$ cat config.mk
export PLATFORM = sky130hd
export DESIGN_NAME = midi_sync_generator_core
export DESIGN_NICKNAME = d
export VERILOG_FILES = /design/src/sv/msync_pkg.sv /design/src/sv/msync_mod_serial.sv /design/src/sv/midi_sync_generator_core.sv
export SDC_FILE = /design/constraint.sdc
export NUM_CORES = 1
export LEC_CHECK = 0
export BUFFER_PORTS_ARGS = -buffer_cell sky130_fd_sc_hd__buf_4
export CORE_MARGIN = 8
export CORE_UTILIZATION = 60
export DETAILED_ROUTE_END_ITERATION = 16
export GPL_ROUTABILITY_DRIVEN = 0
export PLACE_DENSITY = 0.8
export SLEW_MARGIN = 30
export SYNTH_ARGS = -nofsm -noshare
export SYNTH_HDL_FRONTEND = slang
export SYNTH_SLANG_ARGS = --single-unit
$ cat constraint.sdc
create_clock -name clk -period 2.9 [get_ports clk]
set_clock_uncertainty 0.05 [all_clocks]
set_input_delay 0.145 -clock clk [delete_from_list [all_inputs] [get_ports clk]]
set_output_delay 0.145 -clock clk [all_outputs]
set_load 0.05 [all_outputs]
$ cat src/sv/msync_pkg.sv
package msync_pkg;

  // register indexes on the configuration port
  localparam logic [1:0] REG_SYNC_MODE   = 2'd0;
  localparam logic [1:0] REG_CLOCK_INT   = 2'd1;
  localparam logic [1:0] REG_TC_INT      = 2'd2;
  localparam logic [1:0] REG_FPS         = 2'd3;

  // sync modes
  localparam logic [1:0] MODE_CLOCK      = 2'd1;
  localparam logic [1:0] MODE_TIMECODE   = 2'd2;

  // reset values of the registers
  localparam logic [23:0] CLOCK_INT_RESET = 24'd1837;
  localparam logic [23:0] TC_INT_RESET    = 24'd3528;
  localparam logic [4:0]  FPS_RESET       = 5'd25;

  // midi status and data bytes
  localparam logic [7:0] ST_CLOCK        = 8'hF8;
  localparam logic [7:0] ST_QUARTER      = 8'hF1;
  localparam logic [7:0] ST_SYSEX        = 8'hF0;
  localparam logic [7:0] ST_EOX          = 8'hF7;
  localparam logic [7:0] SYSEX_ALL_CALL  = 8'h7F;
  localparam logic [7:0] SYSEX_MTC       = 8'h01;
  localparam logic [7:0] SYSEX_FULL      = 8'h01;

  // timecode wrap points
  localparam logic [5:0] SECS_PER_MIN    = 6'd60;
  localparam logic [5:0] MINS_PER_HOUR   = 6'd60;
  localparam logic [4:0] HOURS_PER_DAY   = 5'd24;

  // remainder unit status
  typedef struct packed {
    logic done;
    logic rem_zero;
  } div_stat_t;

  // one outgoing message
  typedef struct packed {
    logic [7:0] status_byte;
    logic [7:0] data_one;
    logic       data_one_present;
    logic [7:0] data_two;
    logic       data_two_present;
    logic       last_of_run;
  } msg_t;

endpackage

$ cat src/sv/msync_mod_serial.sv
module msync_mod_serial #(
  parameter int PosW = 24
) (
  input  logic                       clk,
  input  logic                       rst,
  input  logic                       start,
  input  logic [PosW-1:0]            dividend,
  input  logic [23:0]                divisor,
  output msync_pkg::div_stat_t       stat
);
  import msync_pkg::*;

  localparam int CntW = $clog2(PosW);

  logic [PosW-1:0] shreg;
  logic [23:0]     dvsr;
  logic [23:0]     rem;
  logic [23:0]     rem_next;
  logic [CntW-1:0] cnt;
  logic            busy;
  logic            done;
  logic [24:0]     trial;

  // one restoring step per cycle, dividend bits enter msb first
  always_comb begin
    trial = {rem, shreg[PosW-1]};
    if (trial >= {1'b0, dvsr}) begin
      rem_next = 24'(trial - {1'b0, dvsr});
    end else begin
      rem_next = trial[23:0];
    end
  end

  // step sequencing
  always_ff @(posedge clk) begin
    if (rst) begin
      busy <= 1'b0;
      done <= 1'b0;
      cnt  <= '0;
    end else begin
      done <= 1'b0;
      if (start) begin
        busy <= 1'b1;
        cnt  <= '0;
      end else if (busy) begin
        if (cnt == CntW'(PosW - 1)) begin
          busy <= 1'b0;
          done <= 1'b1;
        end
        cnt <= cnt + 1'b1;
      end
    end
  end

  // datapath
  always_ff @(posedge clk) begin
    if (start) begin
      shreg <= dividend;
      dvsr  <= divisor;
      rem   <= '0;
    end else if (busy) begin
      shreg <= {shreg[PosW-2:0], 1'b0};
      rem   <= rem_next;
    end
  end

  assign stat.done     = done;
  assign stat.rem_zero = (rem == '0);

endmodule

$ cat src/sv/midi_sync_generator_core.sv
// MIDI clock / timecode quarter-frame generator.
// Input channel (in_valid/in_ready): req_type selects a position tick or a
// rewind; frame_position is the transport position for a tick.
// Output channel (out_valid/out_ready): one MIDI message per transfer with
// up to two data bytes; last_of_run marks the final message of an input.
// Configuration: cfg_wr_en writes cfg_data into register cfg_index
// (sync mode, clock interval, timecode interval, frames per second).
// Items are processed one at a time. A tick in clock or timecode mode with a
// nonzero interval runs a bit-serial remainder of the position by the interval,
// one position bit per cycle, then, if the remainder is zero, emits its messages
// into the output register at one per cycle while the receiver keeps up. A rewind,
// or a tick in any other mode or with a zero interval, leaves the block idle
// (a rewind in timecode mode first emits the four full-frame messages).
// Reset restores the register defaults, clears the timecode counters and
// empties the output register. A stalled receiver holds the current message
// in the output register and the block waits; nothing is dropped.
module midi_sync_generator_core #(
  parameter int POSITION_BITS = 24
) (
  input  logic        clk,
  input  logic        rst,
  input  logic        cfg_wr_en,
  input  logic [1:0]  cfg_index,
  input  logic [23:0] cfg_data,
  input  logic        in_valid,
  output logic        in_ready,
  input  logic        req_type,
  input  logic [23:0] frame_position,
  output logic        out_valid,
  input  logic        out_ready,
  output logic [7:0]  status_byte,
  output logic [7:0]  data_one,
  output logic        data_one_present,
  output logic [7:0]  data_two,
  output logic        data_two_present,
  output logic        last_of_run
);
  import msync_pkg::*;

  localparam int PosW = (POSITION_BITS < 24) ? POSITION_BITS : 24;

  localparam logic [1:0] S_IDLE = 2'd0;
  localparam logic [1:0] S_DIV  = 2'd1;
  localparam logic [1:0] S_EMIT = 2'd2;

  localparam logic [1:0] K_CLOCK   = 2'd0;
  localparam logic [1:0] K_QUARTER = 2'd1;
  localparam logic [1:0] K_FULL    = 2'd2;

  logic [1:0]  sync_mode;
  logic [23:0] clock_interval;
  logic [23:0] timecode_interval;
  logic [4:0]  frames_per_second;

  logic [4:0]  tc_frames;
  logic [5:0]  tc_seconds;
  logic [5:0]  tc_minutes;
  logic [4:0]  tc_hours;

  logic [1:0]  state;
  logic [1:0]  kind;
  logic [1:0]  idx;

  logic        div_start;
  logic [23:0] div_divisor;
  div_stat_t   div_stat;

  msg_t        msg;
  msg_t        out_msg;
  logic        load;

  logic [4:0]  frames_inc;
  logic [5:0]  seconds_inc;
  logic [5:0]  minutes_inc;
  logic [4:0]  hours_inc;

  assign in_ready = (state == S_IDLE);

  // configuration registers
  always_ff @(posedge clk) begin
    if (rst) begin
      sync_mode         <= '0;
      clock_interval    <= CLOCK_INT_RESET;
      timecode_interval <= TC_INT_RESET;
      frames_per_second <= FPS_RESET;
    end else if (cfg_wr_en) begin
      case (cfg_index)
        REG_SYNC_MODE: sync_mode         <= cfg_data[1:0];
        REG_CLOCK_INT: clock_interval    <= cfg_data;
        REG_TC_INT:    timecode_interval <= cfg_data;
        REG_FPS:       frames_per_second <= cfg_data[4:0];
        default:       ;
      endcase
    end
  end

  // remainder of the position by the selected interval
  assign div_start   = in_valid && in_ready && !req_type &&
                       ((sync_mode == MODE_CLOCK && clock_interval != '0) ||
                        (sync_mode == MODE_TIMECODE && timecode_interval != '0));
  assign div_divisor = (sync_mode == MODE_CLOCK) ? clock_interval : timecode_interval;

  msync_mod_serial #(
    .PosW(PosW)
  ) u_mod (
    .clk      (clk),
    .rst      (rst),
    .start    (div_start),
    .dividend (frame_position[PosW-1:0]),
    .divisor  (div_divisor),
    .stat     (div_stat)
  );

  // message for the current kind and piece
  always_comb begin
    msg = '0;
    case (kind)
      K_CLOCK: begin
        msg.status_byte = ST_CLOCK;
        msg.last_of_run = 1'b1;
      end
      K_QUARTER: begin
        msg.status_byte      = ST_QUARTER;
        msg.data_one_present = 1'b1;
        msg.last_of_run      = (idx == 2'd3);
        // piece number is frame parity and index, low nibble the value
        case ({tc_frames[0], idx})
          3'd0:    msg.data_one = {1'b0, 3'd0, tc_frames[3:0]};
          3'd1:    msg.data_one = {1'b0, 3'd1, 3'd0, tc_frames[4]};
          3'd2:    msg.data_one = {1'b0, 3'd2, tc_seconds[3:0]};
          3'd3:    msg.data_one = {1'b0, 3'd3, 2'd0, tc_seconds[5:4]};
          3'd4:    msg.data_one = {1'b0, 3'd4, tc_minutes[3:0]};
          3'd5:    msg.data_one = {1'b0, 3'd5, 2'd0, tc_minutes[5:4]};
          3'd6:    msg.data_one = {1'b0, 3'd6, tc_hours[3:0]};
          default: msg.data_one = {1'b0, 3'd7, 3'd0, tc_hours[4]};
        endcase
      end
      default: begin
        // full-frame sequence
        case (idx)
          2'd0: begin
            msg.status_byte      = ST_SYSEX;
            msg.data_one         = SYSEX_ALL_CALL;
            msg.data_one_present = 1'b1;
            msg.data_two_present = 1'b1;
          end
          2'd1: begin
            msg.status_byte      = SYSEX_MTC;
            msg.data_one         = SYSEX_FULL;
            msg.data_one_present = 1'b1;
            msg.data_two_present = 1'b1;
          end
          2'd2: begin
            msg.data_one_present = 1'b1;
            msg.data_two_present = 1'b1;
          end
          default: begin
            msg.status_byte = ST_EOX;
            msg.last_of_run = 1'b1;
          end
        endcase
      end
    endcase
  end

  assign load = (state == S_EMIT) && (!out_valid || out_ready);

  // counter increments
  assign frames_inc  = tc_frames + 5'd1;
  assign seconds_inc = tc_seconds + 6'd1;
  assign minutes_inc = tc_minutes + 6'd1;
  assign hours_inc   = tc_hours + 5'd1;

  // control sequencer and timecode counters
  always_ff @(posedge clk) begin
    if (rst) begin
      state      <= S_IDLE;
      kind       <= K_CLOCK;
      idx        <= '0;
      tc_frames  <= '0;
      tc_seconds <= '0;
      tc_minutes <= '0;
      tc_hours   <= '0;
    end else begin
      case (state)
        S_IDLE: begin
          idx <= '0;
          if (in_valid) begin
            if (req_type) begin
              tc_frames  <= '0;
              tc_seconds <= '0;
              tc_minutes <= '0;
              tc_hours   <= '0;
              if (sync_mode == MODE_TIMECODE) begin
                kind  <= K_FULL;
                state <= S_EMIT;
              end
            end else if (div_start) begin
              kind  <= (sync_mode == MODE_CLOCK) ? K_CLOCK : K_QUARTER;
              state <= S_DIV;
            end
          end
        end
        S_DIV: begin
          if (div_stat.done) begin
            state <= div_stat.rem_zero ? S_EMIT : S_IDLE;
          end
        end
        S_EMIT: begin
          if (load) begin
            idx <= idx + 2'd1;
            if (msg.last_of_run) begin
              state <= S_IDLE;
              if (kind == K_QUARTER) begin
                // advance the timecode after the last quarter frame
                if (frames_inc >= frames_per_second) begin
                  tc_frames <= '0;
                  if (seconds_inc >= SECS_PER_MIN) begin
                    tc_seconds <= '0;
                    if (minutes_inc >= MINS_PER_HOUR) begin
                      tc_minutes <= '0;
                      tc_hours   <= (hours_inc >= HOURS_PER_DAY) ? 5'd0 : hours_inc;
                    end else begin
                      tc_minutes <= minutes_inc;
                    end
                  end else begin
                    tc_seconds <= seconds_inc;
                  end
                end else begin
                  tc_frames <= frames_inc;
                end
              end
            end
          end
        end
        default: state <= S_IDLE;
      endcase
    end
  end

  // output register
  always_ff @(posedge clk) begin
    if (rst) begin
      out_valid <= 1'b0;
    end else if (load) begin
      out_valid <= 1'b1;
    end else if (out_ready) begin
      out_valid <= 1'b0;
    end
  end

  always_ff @(posedge clk) begin
    if (load) begin
      out_msg <= msg;
    end
  end

  assign status_byte      = out_msg.status_byte;
  assign data_one         = out_msg.data_one;
  assign data_one_present = out_msg.data_one_present;
  assign data_two         = out_msg.data_two;
  assign data_two_present = out_msg.data_two_present;
  assign last_of_run      = out_msg.last_of_run;

endmodule

[Word-level counts from Yosys, hierarchy flattened]
Cells that the tools add are included.
Storage, ports and cells
  output and inout port bits: 29
  word-level logic and storage cells: 165
  bits of input ports: 56
  register bits after elaboration: 182
Cells by class
  equality and inequality tests: 30
  bitwise logic cells: 1
  add/sub/neg operators: 7
  order comparisons: 5
  multiplexer cells: 62
  reductions and logical operators: 37
Operators by type and width (count)
  $mux W24: 4
  $mux W6: 13
  $mux W5: 13
  $pmux W7 S7: 1
  $reduce_bool A24 Y1: 2
  $ge A25 B24 Y1: 1
  $logic_not A24 Y1: 1
  $pmux W6 S2: 2
  $pmux W8 S3: 1
  $sub A24 B24 Y24: 1
  $mux W2: 11
  $pmux W5 S2: 2
  $pmux W9 S2: 1
  $pmux W8 S2: 1
  $add A5 B1 Y5 const B: 3
  $ne A2 B1 Y1 const B: 7
  $pmux W7 S2: 1
  $add A6 B1 Y6 const B: 2
  $eq A2 B2 Y1 const B: 6
  $ge A6 B6 Y1 const B: 2
  $reduce_and A6 Y1: 2
  $eq A2 B1 Y1 const B: 5
  $reduce_and A2 Y1: 5
  $eq A3 B3 Y1 const B: 3
  other kinds (26): 52

[Depth between registers and ports, before layout]
  depth in word-level cells: 10
  depth in mapped cells: 11
  depth with buffers taken out: 10

[Hierarchy]
From an unflattened synthesis, not the netlist that was laid out.
Unflattened totals
  cells, all modules: 1020
  area, all modules: 9449.1 µm²
By module, submodules not included
  midi_sync_generator_core: cells an instance 589, area an instance 4983.5 µm², times used 1, sequential area each 2102.0 µm²
  msync_mod_serial: cells an instance 431, area an instance 4465.5 µm², times used 1, sequential area each 2062.0 µm²

[Least setup slack after synthesis]
No wires, ideal clock.
  path type: register to register
  start point: register state[0]
  end point: register u_mod.dvsr[0], enable pin
  stages on the path, launching flop included: 7
  required time: 2452 ps
  library setup time: 398 ps
  path slack: -213 ps
  arrival: 2665 ps
  clock period less this slack: 3113 ps
  path buffers: 3
  path through: dfxtp_1 clkbuf_1 nor2_1 nand3_1 inv_1 buf_2 buf_1
Between the ends
  word-level cells in the longest chain between the ends: 4
Ends and longest elaborated chain
  start, declared: RTL line midi_sync_generator_core.sv:60  | logic [1:0] state;
  start signal, assigned: RTL line midi_sync_generator_core.sv:206  | state <= div_stat.rem_zero ? S_EMIT : S_IDLE;
  $logic_not A2 Y1: RTL line midi_sync_generator_core.sv:77  | assign in_ready = (state == S_IDLE);
  net in_ready: RTL line midi_sync_generator_core.sv:26  | output logic in_ready,
  $logic_and A1 B1 Y1 (3 in series): RTL line midi_sync_generator_core.sv:98  | assign div_start = in_valid && in_ready && !req_type &&
  net div_start: RTL line midi_sync_generator_core.sv:64  | logic div_start;
  end signal, assigned: RTL line msync_mod_serial.sv:59  | dvsr <= divisor;
  end, declared: RTL line msync_mod_serial.sv:16  | logic [23:0] dvsr;
The timed path passes the listed nets, and every way through them passes these cells.
A chain may end at the register's enable or synchronous reset.

[Final worst setup path]
  start point: register u_mod.rem[13]
  end point: register u_mod.rem[16]
Between the ends
  word-level cells in the longest chain between the ends: 2
  elaborated cells between the ends (all ways): 3
  classes of those cells: add/sub: 1; order compare: 1; mux: 1
Ends and longest elaborated chain
  start, declared: RTL line msync_mod_serial.sv:17  | logic [23:0] rem;
  start signal, assigned: RTL line msync_mod_serial.sv:63  | rem <= rem_next;
  $sub A24 B24 Y24 / $ge A25 B24 Y1 (equally long branches): RTL line msync_mod_serial.sv:28, msync_mod_serial.sv:27
  $mux W24 *: RTL line msync_mod_serial.sv:27  | if (trial >= {1'b0, dvsr}) begin
Every way passes the cells marked *; elsewhere a longest branch is shown, timed or not.

==> flow_metrics.env <==
export IMPL_whs_ns=0.0637
export IMPL_arrival_ns=3.05
export IMPL_final_max_slew_viol_count=0
export IMPL_worst_r2r_startpoint="u_mod.rem[13]"
export IMPL_cp_end_kind="flip-flop"
export IMPL_synth_edf_count=62
export IMPL_synth_seq_area_share=0.439
export IMPL_powerDensity_mw_per_mm2=695
export IMPL_drive_above_1_share=0.146
export IMPL_start_util=0.605
export IMPL_status="finished, final reports clean"
export IMPL_portBuffers=75
export IMPL_p_leak_nw=4.61
export IMPL_clkPwrFrac=0.289
export IMPL_syn_area_mm2=0.00948
export IMPL_clock_latency_ns=0.43
export IMPL_synth_cell_types=70
export IMPL_startpoint_type="flip-flop"
export IMPL_finalSetupTns_ns=0
export IMPL_grt_pass1_vias=7991
export IMPL_grt_pass1_wl_um=38700
export IMPL_syn_inst=1092
export IMPL_synth_ff_type="dfxtp_1"
export IMPL_dr_pass1_iters=6
export IMPL_p_sw_frac=0.341
export IMPL_rr_worst_depth=9
export IMPL_rsz0062_at_grt="false"
export IMPL_wire_per_inst_um=16.4
export IMPL_viasPerCell=5.73
export IMPL_cts_tree="done"
export IMPL_peakVddDrop_mv=0.498
export IMPL_dpl_hpwl_um=15900
export IMPL_hold_violations=0
export IMPL_nets=1291
export IMPL_setup_viol=0
export IMPL_rows=46
export IMPL_ios=85
export IMPL_die_area_mm2=0.0201
export IMPL_fin_crit_sh=0.943
export IMPL_cts_max_path_buffers=2
export IMPL_ys_warn_count=0
export IMPL_seqPwrFrac=0.391
export IMPL_drt_iter0_drc=628
export IMPL_p_int_mw=5.17
export IMPL_switchingPower_mw=2.67
export IMPL_cts_root_buf="clkbuf_16"
export IMPL_ant_nets=0
export IMPL_clock_sinks=177
export IMPL_synth_seq_cells=177
export IMPL_core_mm2=0.0157
export IMPL_die_x_um=142
export IMPL_clk_pin_slew_worst_paths_ns=0.07
export IMPL_critPathMaxFanout=9
export IMPL_n_antenna_cell=0
export IMPL_critPathKind="reg -> reg"
export IMPL_period_minus_slack_ns=2.73
export IMPL_combPwrFrac=0.320
export IMPL_post_route_drc_count=0
export IMPL_grt_usage=0.238
export IMPL_dieHeight_um=142
export IMPL_grt_max_degree=83
export IMPL_synth_area_per_cell_um2=8.68
export IMPL_async_reset_ff_frac=0
export IMPL_htreeDepth=4
export IMPL_tightest_slew_ns=0.905
export IMPL_routed_wl_um=23400
export IMPL_reg2reg_slack_ns=0.17
export IMPL_r2r_end="u_mod.rem[16]"
export IMPL_fmax_mhz=366
export IMPL_startpoint="u_mod.rem[13]"
export IMPL_cts_buffers=17
export IMPL_hp_class="in -> reg"
export IMPL_vias=8154
export IMPL_drv_cap=0
export IMPL_grt_overflow_total=0
export IMPL_cp_endpoint="u_mod.rem[16]"
export IMPL_required_ns=3.21
export IMPL_antenna_found_initial=1
export IMPL_area_growth_pct=19.0
export IMPL_relSlewSlack=0.396
## routing by layer
metal  GRT usage  up-vias  share of wire  wire length, um
li1            -     4019              -                -
met1       0.293     3817           0.43            10100
met2       0.395      243           0.48            11300
met3      0.0487       73          0.051             1190
met4       0.112        2          0.033              779
met5           0        -        0.00038                9
## flip-flops by register name, indices dropped and copies added, names as in the netlist, 5 cells and up
signal             cells
tc_hours               5
clock_interval        24
u_mod.cnt              5
timecode_interval     24
data_one               7
frames_per_second      5
tc_minutes             6
tc_seconds             6
tc_frames              5
u_mod.rem             24
u_mod.dvsr            24
u_mod.shreg           24
## layout make-up
cell class                      instances  area, um^2
Timing Repair Buffer                  144        1210
Inverter                               48         180
Fill cell                            1184        4380
Clock buffer                           24         527
Clock inverter                          8        61.3
Tap cell                              216         270
Sequential cell                       177        4160
Multi-Input combinational cell        807        4860
## what timing repair did
item                       in CTS  in global routing
resized for setup               0                  4
hold endpoints to repair       78                  0
setup endpoints to repair       0                  9
setup buffers                   0                  0
hold buffers                   49                  0
## kinds of logic (layout without fill, tap and decap cells)
| kind of cell | after synthesis | in the layout | share of synthesized area |
|---|---|---|---|
| compound gates | 234 | 234 | 0.147 |
| xor+xnor | 35 | 35 | 0.0324 |
| fa+ha+maj | 40 | 40 | 0.0536 |
| buf+inv | 116 | 224 | 0.0530 |
| flops | 177 | 177 | 0.439 |
| mux | 45 | 45 | 0.0524 |
| other cells | 1 | 9 | 0.000396 |
| simple gates | 444 | 444 | 0.222 |
## worst max-delay path, stage by stage (launching register included)
cell and delay, ns:
dfxtp_1 0.35, ha_2 0.44, nand4_1 0.20, nor3_2 0.27, and3_1 0.21, nor3_1 0.08, a21o_1 0.33, buf_4 0.23
or3b_1 0.36, a31oi_1 0.15
## worst min-delay path by stage
stage	start	end	slack, ns	cells after the start
final	out_ready	out_valid	0.06	4
after floorplan	cfg_data[0]	clock_interval[0]	0.22	2
after global routing	in_valid	kind[0]	0.08	4
after CTS	out_ready	out_valid	0.06	4
after global placement	cfg_data[8]	clock_interval[8]	0.32	3
after detailed placement	cfg_data[8]	clock_interval[8]	0.32	3
## per-stage QoR
step	instances	setup WS, ns	util	power, mW	area, um^2
floorplan	1100	0.102	-	4.89	9510
global placement	1342	0.246	0.650	5.46	10200
detailed placement	1342	0.166	0.650	5.50	10200
CTS	1423	0.123	0.718	7.83	11200
global route	1424	0.000966	0.720	8.28	11300
finish	1424	0.167	0.720	7.84	11300
## power groups by stage
stage / logic [mW] / clock network (mW) / registers, mW
2_1_floorplan: 1.83 / 0 / 3.05
4_1_cts: 2.47 / 2.30 / 3.05
6_report: 2.51 / 2.26 / 3.07
3_3_place_gp: 2.36 / 0 / 3.10
5_1_grt: 2.78 / 2.41 / 3.09
3_5_place_dp: 2.40 / 0 / 3.10
## synth_stat cells, drive strengths merged, types with 4 or more instances
| cell | instances | share of area |
|---|---|---|
| a221oi | 4 | 0.0037 |
| edfxtp | 62 | 0.20 |
| a211o | 5 | 0.0046 |
| and2 | 4 | 0.0026 |
| o31ai | 4 | 0.0032 |
| ha | 39 | 0.051 |
| inv | 48 | 0.019 |
| or2 | 5 | 0.0036 |
| nor2b | 12 | 0.0079 |
| nand2b | 11 | 0.0081 |
| nand2 | 229 | 0.091 |
| a21o | 10 | 0.0079 |
| nand4 | 13 | 0.010 |
| a21oi | 100 | 0.054 |
| and3 | 6 | 0.0041 |
| xnor2 | 19 | 0.018 |
| mux2i | 18 | 0.020 |
| clkbuf | 37 | 0.015 |
| a22oi | 7 | 0.0055 |
| o211ai | 4 | 0.0032 |
| mux2 | 27 | 0.032 |
| xor2 | 16 | 0.015 |
| nor2 | 58 | 0.024 |
| buf | 31 | 0.019 |
| dfxtp | 115 | 0.24 |
| o21a | 5 | 0.0040 |
| nand3b | 14 | 0.011 |
| a31oi | 10 | 0.0066 |
| a211oi | 6 | 0.0048 |
| o21ai | 58 | 0.031 |
| nand3 | 24 | 0.013 |
| or3b | 4 | 0.0037 |
| or3 | 10 | 0.0066 |
| or4 | 5 | 0.0040 |
| nor4 | 24 | 0.016 |
| nor3 | 18 | 0.011 |
## cell usage in the layout (no fill, tap or decap), drive strengths merged, types with 5 or more instances in the layout
| cell | count |
|---|---|
| a211o | 5 |
| a211oi | 6 |
| a21o | 10 |
| a21oi | 100 |
| a22oi | 7 |
| a31oi | 10 |
| and3 | 6 |
| buf | 95 |
| clkbuf | 24 |
| conb | 9 |
| dfxtp | 115 |
| dlygate4sd3 | 49 |
| edfxtp | 62 |
| ha | 39 |
| inv | 52 |
| mux2 | 27 |
| mux2i | 18 |
| nand2 | 229 |
| nand2b | 11 |
| nand3 | 24 |
| nand3b | 14 |
| nand4 | 13 |
| nor2 | 58 |
| nor2b | 12 |
| nor3 | 18 |
| nor4 | 24 |
| o21a | 5 |
| o21ai | 58 |
| or2 | 5 |
| or3 | 10 |
| or4 | 5 |
| xnor2 | 19 |
| xor2 | 16 |
Note: power is estimated with default switching activity, not from simulation.
